$ cat src/rtl/core/cwrd_pkg.sv
package cwrd_pkg;

   localparam int SAMPLE_W        = 16;
   localparam int CSR_W           = 6;
   localparam int SQ_W            = 31;
   localparam int SUM_W           = 38;
   localparam int FRAC_W          = 16;
   localparam int EXP_W           = 6;
   localparam int LOG_W           = EXP_W + FRAC_W;
   localparam int MANT_W          = 31;
   localparam int LEVEL_W         = 16;
   localparam int PROD_W          = 48;
   localparam int MAX_HALF_WINDOW = 63;
   localparam int HALF_WINDOW_RST = 32;

   // 2560*log10(2) in Q16
   localparam logic [25:0]        DB_SCALE_Q16 = 26'd50504453;
   localparam logic [LEVEL_W-1:0] LEVEL_FLOOR  = 16'h8000;
   localparam logic [14:0]        MAG_MAX      = 15'h7FFF;
   // 0 dB reference: log2 of full-scale square, Q16
   localparam logic [23:0]        LOG_FULL_SCALE = 24'(30 * 65536);

   typedef enum logic [2:0] {
      LG_IDLE,
      LG_NORM,
      LG_SQ,
      LG_BIT,
      LG_DONE
   } log_state_type;

   typedef enum logic [2:0] {
      LV_IDLE,
      LV_LOGC,
      LV_WAITC,
      LV_LOGS,
      LV_WAITS,
      LV_MUL,
      LV_FIN,
      LV_DONE
   } lvl_state_type;

   typedef enum logic [3:0] {
      S_IDLE,
      S_SQ,
      S_UPD,
      S_DECIDE,
      S_LVL,
      S_LWAIT,
      S_EMIT,
      S_CHK,
      S_RMSQ,
      S_RMSUB
   } top_state_type;

endpackage

$ cat src/rtl/core/cwrd_log2.sv
// log2 in Q16: bit-serial normalize, then one squaring step per fraction bit
module cwrd_log2 (
   input  logic                       clock,
   input  logic                       reset,
   input  logic                       start,
   input  logic [cwrd_pkg::SUM_W-1:0] value,
   output logic                       done,
   output logic [cwrd_pkg::LOG_W-1:0] result
);

   cwrd_pkg::log_state_type state_ff, state_in;

   logic [cwrd_pkg::SUM_W-1:0]  norm_ff;
   logic [cwrd_pkg::EXP_W-1:0]  exp_ff;
   logic [cwrd_pkg::MANT_W-1:0] mant_ff;
   logic [2*cwrd_pkg::MANT_W-1:0] sq_ff;
   logic [cwrd_pkg::FRAC_W-1:0] frac_ff;
   logic [3:0]                  bit_cnt_ff;
   logic [cwrd_pkg::MANT_W:0]   m2;

   assign m2 = sq_ff[2*cwrd_pkg::MANT_W-1:cwrd_pkg::MANT_W-1];

   always_comb begin
      state_in = state_ff;
      case (state_ff)
         cwrd_pkg::LG_IDLE: if (start) state_in = cwrd_pkg::LG_NORM;
         cwrd_pkg::LG_NORM: if (norm_ff[cwrd_pkg::SUM_W-1]) state_in = cwrd_pkg::LG_SQ;
         cwrd_pkg::LG_SQ:   state_in = cwrd_pkg::LG_BIT;
         cwrd_pkg::LG_BIT:  state_in = (bit_cnt_ff == 4'd15) ? cwrd_pkg::LG_DONE
                                                             : cwrd_pkg::LG_SQ;
         cwrd_pkg::LG_DONE: state_in = cwrd_pkg::LG_IDLE;
         default:           state_in = cwrd_pkg::LG_IDLE;
      endcase
   end

   always_comb begin
      done = (state_ff == cwrd_pkg::LG_DONE);
   end

   assign result = {exp_ff, frac_ff};

   always_ff @(posedge clock) begin
      if (reset) begin
         state_ff <= cwrd_pkg::LG_IDLE;
      end else begin
         state_ff <= state_in;
      end
   end

   always_ff @(posedge clock) begin
      case (state_ff)
         cwrd_pkg::LG_IDLE: begin
            norm_ff <= value;
            exp_ff  <= cwrd_pkg::EXP_W'(cwrd_pkg::SUM_W - 1);
         end
         cwrd_pkg::LG_NORM: begin
            if (norm_ff[cwrd_pkg::SUM_W-1]) begin
               mant_ff    <= norm_ff[cwrd_pkg::SUM_W-1 -: cwrd_pkg::MANT_W];
               bit_cnt_ff <= '0;
            end else begin
               norm_ff <= {norm_ff[cwrd_pkg::SUM_W-2:0], 1'b0};
               exp_ff  <= exp_ff - 1'b1;
            end
         end
         cwrd_pkg::LG_SQ: begin
            sq_ff <= mant_ff * mant_ff;
         end
         cwrd_pkg::LG_BIT: begin
            frac_ff    <= {frac_ff[cwrd_pkg::FRAC_W-2:0], m2[cwrd_pkg::MANT_W]};
            mant_ff    <= m2[cwrd_pkg::MANT_W] ? m2[cwrd_pkg::MANT_W:1]
                                               : m2[cwrd_pkg::MANT_W-1:0];
            bit_cnt_ff <= bit_cnt_ff + 1'b1;
         end
         default: ;
      endcase
   end

endmodule

$ cat src/rtl/core/cwrd_level.sv
// level_db = -10*log10(sum / count / 2^30) in 1/256 dB
module cwrd_level #(
   parameter int CNT_W = 7
) (
   input  logic                         clock,
   input  logic                         reset,
   input  logic                         start,
   input  logic [cwrd_pkg::SUM_W-1:0]   sum,
   input  logic [CNT_W-1:0]             count,
   output logic                         done,
   output logic [cwrd_pkg::LEVEL_W-1:0] level
);

   cwrd_pkg::lvl_state_type state_ff, state_in;

   logic [cwrd_pkg::SUM_W-1:0]   sum_ff;
   logic [CNT_W-1:0]             cnt_ff;
   logic [cwrd_pkg::LOG_W-1:0]   lc_ff;
   logic [cwrd_pkg::LOG_W-1:0]   n_ff;
   logic [cwrd_pkg::PROD_W-1:0]  prod_ff;
   logic [cwrd_pkg::LEVEL_W-1:0] level_ff;

   logic                         log_start;
   logic [cwrd_pkg::SUM_W-1:0]   log_value;
   logic                         log_done;
   logic [cwrd_pkg::LOG_W-1:0]   log_result;
   logic [23:0]                  n_full;
   logic [cwrd_pkg::PROD_W:0]    rnd;
   logic [16:0]                  mag;
   logic [14:0]                  mag_sat;

   cwrd_log2 u_log2 (
      .clock  (clock),
      .reset  (reset),
      .start  (log_start),
      .value  (log_value),
      .done   (log_done),
      .result (log_result)
   );

   always_comb begin
      state_in = state_ff;
      case (state_ff)
         cwrd_pkg::LV_IDLE:  if (start) state_in = (sum == '0) ? cwrd_pkg::LV_DONE
                                                               : cwrd_pkg::LV_LOGC;
         cwrd_pkg::LV_LOGC:  state_in = cwrd_pkg::LV_WAITC;
         cwrd_pkg::LV_WAITC: if (log_done) state_in = cwrd_pkg::LV_LOGS;
         cwrd_pkg::LV_LOGS:  state_in = cwrd_pkg::LV_WAITS;
         cwrd_pkg::LV_WAITS: if (log_done) state_in = cwrd_pkg::LV_MUL;
         cwrd_pkg::LV_MUL:   state_in = cwrd_pkg::LV_FIN;
         cwrd_pkg::LV_FIN:   state_in = cwrd_pkg::LV_DONE;
         cwrd_pkg::LV_DONE:  state_in = cwrd_pkg::LV_IDLE;
         default:            state_in = cwrd_pkg::LV_IDLE;
      endcase
   end

   always_comb begin
      log_start = (state_ff == cwrd_pkg::LV_LOGC) || (state_ff == cwrd_pkg::LV_LOGS);
      log_value = (state_ff == cwrd_pkg::LV_LOGC) ? cwrd_pkg::SUM_W'(cnt_ff) : sum_ff;
      done      = (state_ff == cwrd_pkg::LV_DONE);
   end

   assign level   = level_ff;
   assign n_full  = cwrd_pkg::LOG_FULL_SCALE + 24'(lc_ff) - 24'(log_result);
   assign rnd     = {1'b0, prod_ff} + (cwrd_pkg::PROD_W + 1)'(64'h8000_0000);
   assign mag     = rnd[cwrd_pkg::PROD_W:32];
   assign mag_sat = (mag > 17'(cwrd_pkg::MAG_MAX)) ? cwrd_pkg::MAG_MAX : mag[14:0];

   always_ff @(posedge clock) begin
      if (reset) begin
         state_ff <= cwrd_pkg::LV_IDLE;
      end else begin
         state_ff <= state_in;
      end
   end

   // level_ff holds its value until the next start
   always_ff @(posedge clock) begin
      case (state_ff)
         cwrd_pkg::LV_IDLE: if (start) begin
            sum_ff   <= sum;
            cnt_ff   <= count;
            level_ff <= cwrd_pkg::LEVEL_FLOOR;
         end
         cwrd_pkg::LV_WAITC: if (log_done) lc_ff <= log_result;
         cwrd_pkg::LV_WAITS: if (log_done) begin
            n_ff <= n_full[23] ? '0 : n_full[cwrd_pkg::LOG_W-1:0];
         end
         cwrd_pkg::LV_MUL: prod_ff <= n_ff * cwrd_pkg::DB_SCALE_Q16;
         cwrd_pkg::LV_FIN: level_ff <= cwrd_pkg::LEVEL_W'(0) - {1'b0, mag_sat};
         default: ;
      endcase
   end

endmodule

$ cat config.mk
export PLATFORM = sky130hd
export DESIGN_NAME = cwrd_level
export DESIGN_NICKNAME = d
export VERILOG_FILES = /design/src/rtl/core/cwrd_pkg.sv /design/src/rtl/core/cwrd_log2.sv /design/src/rtl/core/cwrd_level.sv
export SDC_FILE = /design/constraint.sdc
export NUM_CORES = 2
export LEC_CHECK = 0
export BUFFER_PORTS_ARGS = -buffer_cell sky130_fd_sc_hd__buf_2
export CORE_ASPECT_RATIO = 0.6
export CORE_MARGIN = 3
export CORE_UTILIZATION = 39
export CTS_CLUSTER_DIAMETER = 60
export DETAILED_ROUTE_END_ITERATION = 12
export PLACE_DENSITY_LB_ADDON = 0.2
export SYNTH_ARGS = -nofsm -noshare
export SYNTH_HDL_FRONTEND = slang
export SYNTH_HIERARCHICAL = 1
export SYNTH_SLANG_ARGS = --single-unit
$ cat constraint.sdc
create_clock -name clock -period 22.6 [get_ports clock]
set_input_delay 2.26 -clock clock [delete_from_list [all_inputs] [get_ports clock]]
set_output_delay 2.26 -clock clock [all_outputs]
set_load 0.02 [all_outputs]
==> impl_metrics.toml <==
[status]
status = "complete, no violations"

[die]
rows = 96
die_h_um = 270.1
initial_core_util_pct = 39.48
ios = 65
core-area_sq_um = 114800
design.die.area_sq_um = 120500
die_x_um = 446.1

[clocking]
cts_sinks = 255
clockBufferDepth = 3
cts_setup_buffers = 0
cts.repair.resized = 0
htreeDepth = 1
clock_tree.root_cell = "clkbuf_16"
tritoncts = "built"
path_clk_slew_ps = 70
cts-hold-fix-buffers = 0
worstSkewPairLatency_ps = 600
numCtsBuffers = 28

[critical_path]
end_kind = "register"
critical_path_arrival_ps = 9140
r2r-start = "u_log2/mant_ff[25]$_DFFE_PP_"
reg2reg_slack_ps = 13750
ff2ff_path_depth = 26
path_class = "register to register"
critPathMaxFanout = 27
r2r-end = "u_log2/sq_ff[60]$_DFFE_PP_"
cp.required_ps = 22890
start_kind = "register"

[sta]
maxSlewHeadroom_pct = 27.84
slew_viol_final = 0
hold_violations = 0
fmax_mhz = 113.0
tns_ps = 0
rsz0062_at_grt = "no"
setup_slack_ps = 13750
period_share_pct = 39.16
finalSetupViolCount = 0
fin_crit_ps = 8849
worst_slew_pin_slew_ps = 1079
finClkSkew_ps = 55.02

[route]
drt_first_pass_iters = 5
vias = 29674
vias_per_cell = 4.910
route.detailed.drc = 0
drtAntennaViolNets = 0
first_iter_violations = 1992
finalWirelength_um = 120800
post_drt_wl_per_cell_um = 19.99

[yosys]
synth_simple_gate_area_share_pct = 10.70
yosys-top-cells-count = "inv_1, fa_1, ha_1, nand2_1, edfxtp_1"
synth_seq_cells = 255
synth_xor_area_share_pct = 2.280
synth_fa_ha_area_share_pct = 52.82
yosys-top-cells-area = "fa_1, edfxtp_1, ha_1"
yosysSeqAreaShare_pct = 16.76
syn_inst = 4507
synth-edff-count = 249
yosys.area.top_type = "fa_1"
synth-main-ff-cell = "edfxtp_1"
synth_most_common_cell = "inv_1"
ys_async_sr_fraction_pct = 0
synth_top_area_share_pct = 37.80
syn_area_sq_um = 45330
yosysWarnings = 6
synth_top_family_by_area = "adder cells"
synth_compound_area_share_pct = 5.451
synthMuxAreaShare_pct = 0.9523
synth_area_per_cell_sq_um = 10.06
yosys.cell_types.count = 81
synth.net_count = 5955

[global_routing]
grt_usage_pct = 20.38
grt_pass1_vias = 30768
grt_first_pass_wirelength_um = 188400
antenna_found_initial = 2
grt_remaining_overflow = 0
grt_max_degree = 66

[place]
io_buffer_count = 64
gp_congestion = 0.8907
hpwlAfterDp_um = 99180
pre_cts_ws_ps = 13930

[layout]
area_delta_synth_final_pct = 6.564
insertedDiodeCount = 0
final_layout_size_suffix_gt1_share_pct = 4.708
fin_nets = 5950

[worst_hold_path]
min_from = "u_log2/frac_ff[8]$_DFFE_PP_"
hold_path_depth = 0
hp-class = "register to register"
hold-path-endpoint = "u_log2/frac_ff[9]$_DFFE_PP_"

[job]
cap_violations = 0
## registers in the layout (all words and copies together), names as in the netlist
name,count
state_ff,3
u_log2/state_ff,3
sum_ff,38
n_ff,22
u_log2/norm_ff,38
u_log2/bit_cnt_ff,4
cnt_ff,7
lc_ff,22
u_log2/frac_ff,16
level,16
prod_ff,17
u_log2/exp_ff,6
u_log2/mant_ff,31
u_log2/sq_ff,32
## worst max path at each step
stage                            startpoint                          to  slack, ps  cells past startpoint
3_5_place_dp   u_log2/mant_ff[15]$_DFFE_PP_  u_log2/sq_ff[57]$_DFFE_PP_      13930                     24
4_1_cts        u_log2/mant_ff[15]$_DFFE_PP_  u_log2/sq_ff[60]$_DFFE_PP_      13840                     24
2_1_floorplan   u_log2/mant_ff[8]$_DFFE_PP_  u_log2/sq_ff[57]$_DFFE_PP_      15140                     26
3_3_place_gp   u_log2/mant_ff[15]$_DFFE_PP_  u_log2/sq_ff[60]$_DFFE_PP_      13950                     24
6_report       u_log2/mant_ff[25]$_DFFE_PP_  u_log2/sq_ff[60]$_DFFE_PP_      13750                     26
5_1_grt        u_log2/mant_ff[25]$_DFFE_PP_  u_log2/sq_ff[60]$_DFFE_PP_      13310                     26
## routing by layer
metal	up-vias	track usage, %	routed length, um
li1	13836	-	-
met4	0	2.230	1349
met5	-	0	0
met2	819	27.61	46990
met1	14953	33.48	63170
met3	66	4.513	9293
## critical path, stage by stage, from the launching register on
cell and delay, ps:
edfxtp_1 320, buf_4 430, inv_1 440, nor2_1 300
inv_1 90, fa_1 490, fa_1 520, inv_1 50
fa_1 490, inv_1 50, fa_1 480, inv_1 50
fa_1 480, fa_1 510, fa_1 500, inv_1 60
fa_1 510, inv_1 50, ha_1 400, and4_1 240
a221oi_1 360, nand4_1 150, a2111oi_2 440, nor2_1 220
a31oi_1 510, o21ai_0 210, xor2_1 170
## final cells by class
type	instances	area, sq um
Sequential cell	255	7597
Multi-Input combinational cell	2923	32800
Inverter	1181	4433
Clock inverter	20	168.9
Fill cell	11256	66530
Timing Repair Buffer	113	688.2
Tap cell	1519	1901
Clock buffer	32	715.7
## metrics by stage
stage               utilization (%)  area [sq um]  std cells  hold slack, ps
floorplan                         -         45330       4507           424.4
global placement              41.30         47420       5991           440.3
detailed placement            41.30         47420       5991           450.5
CTS                           42.07         48310       6043           450.1
global route                  42.07         48310       6043           464.0
finish                        42.07         48310       6043           446.4
## logic make-up after synthesis
logic type,count (synthesis)
and+or+nand+nor,971
muxes,42
DFF,255
xor gates and xnor gates,118
AOI/OAI and AO/OA,392
buffers and inverters,1329
adders and majority gates,1400
## layout by cell type, fill, tap and decap left out, drive strengths merged, types with 10 or more instances in the layout
cell / n
nor3: 19
a31o: 12
nor2: 121
nand2: 393
or2: 15
and2: 207
clkbuf: 32
mux2i: 33
nand4: 25
buf: 113
nor2b: 53
nor4: 18
edfxtp: 249
clkinv: 17
nand3: 33
and3: 10
a31oi: 12
ha: 544
xnor2: 60
o21bai: 10
a21oi: 112
o21a: 10
inv: 1182
xor2: 58
fa: 856
o21ai: 125
nand2b: 49
a211oi: 17
a21o: 36
Power is not shown: default switching activity piles up to over one toggle a cycle in this logic, so the estimate is an artifact.
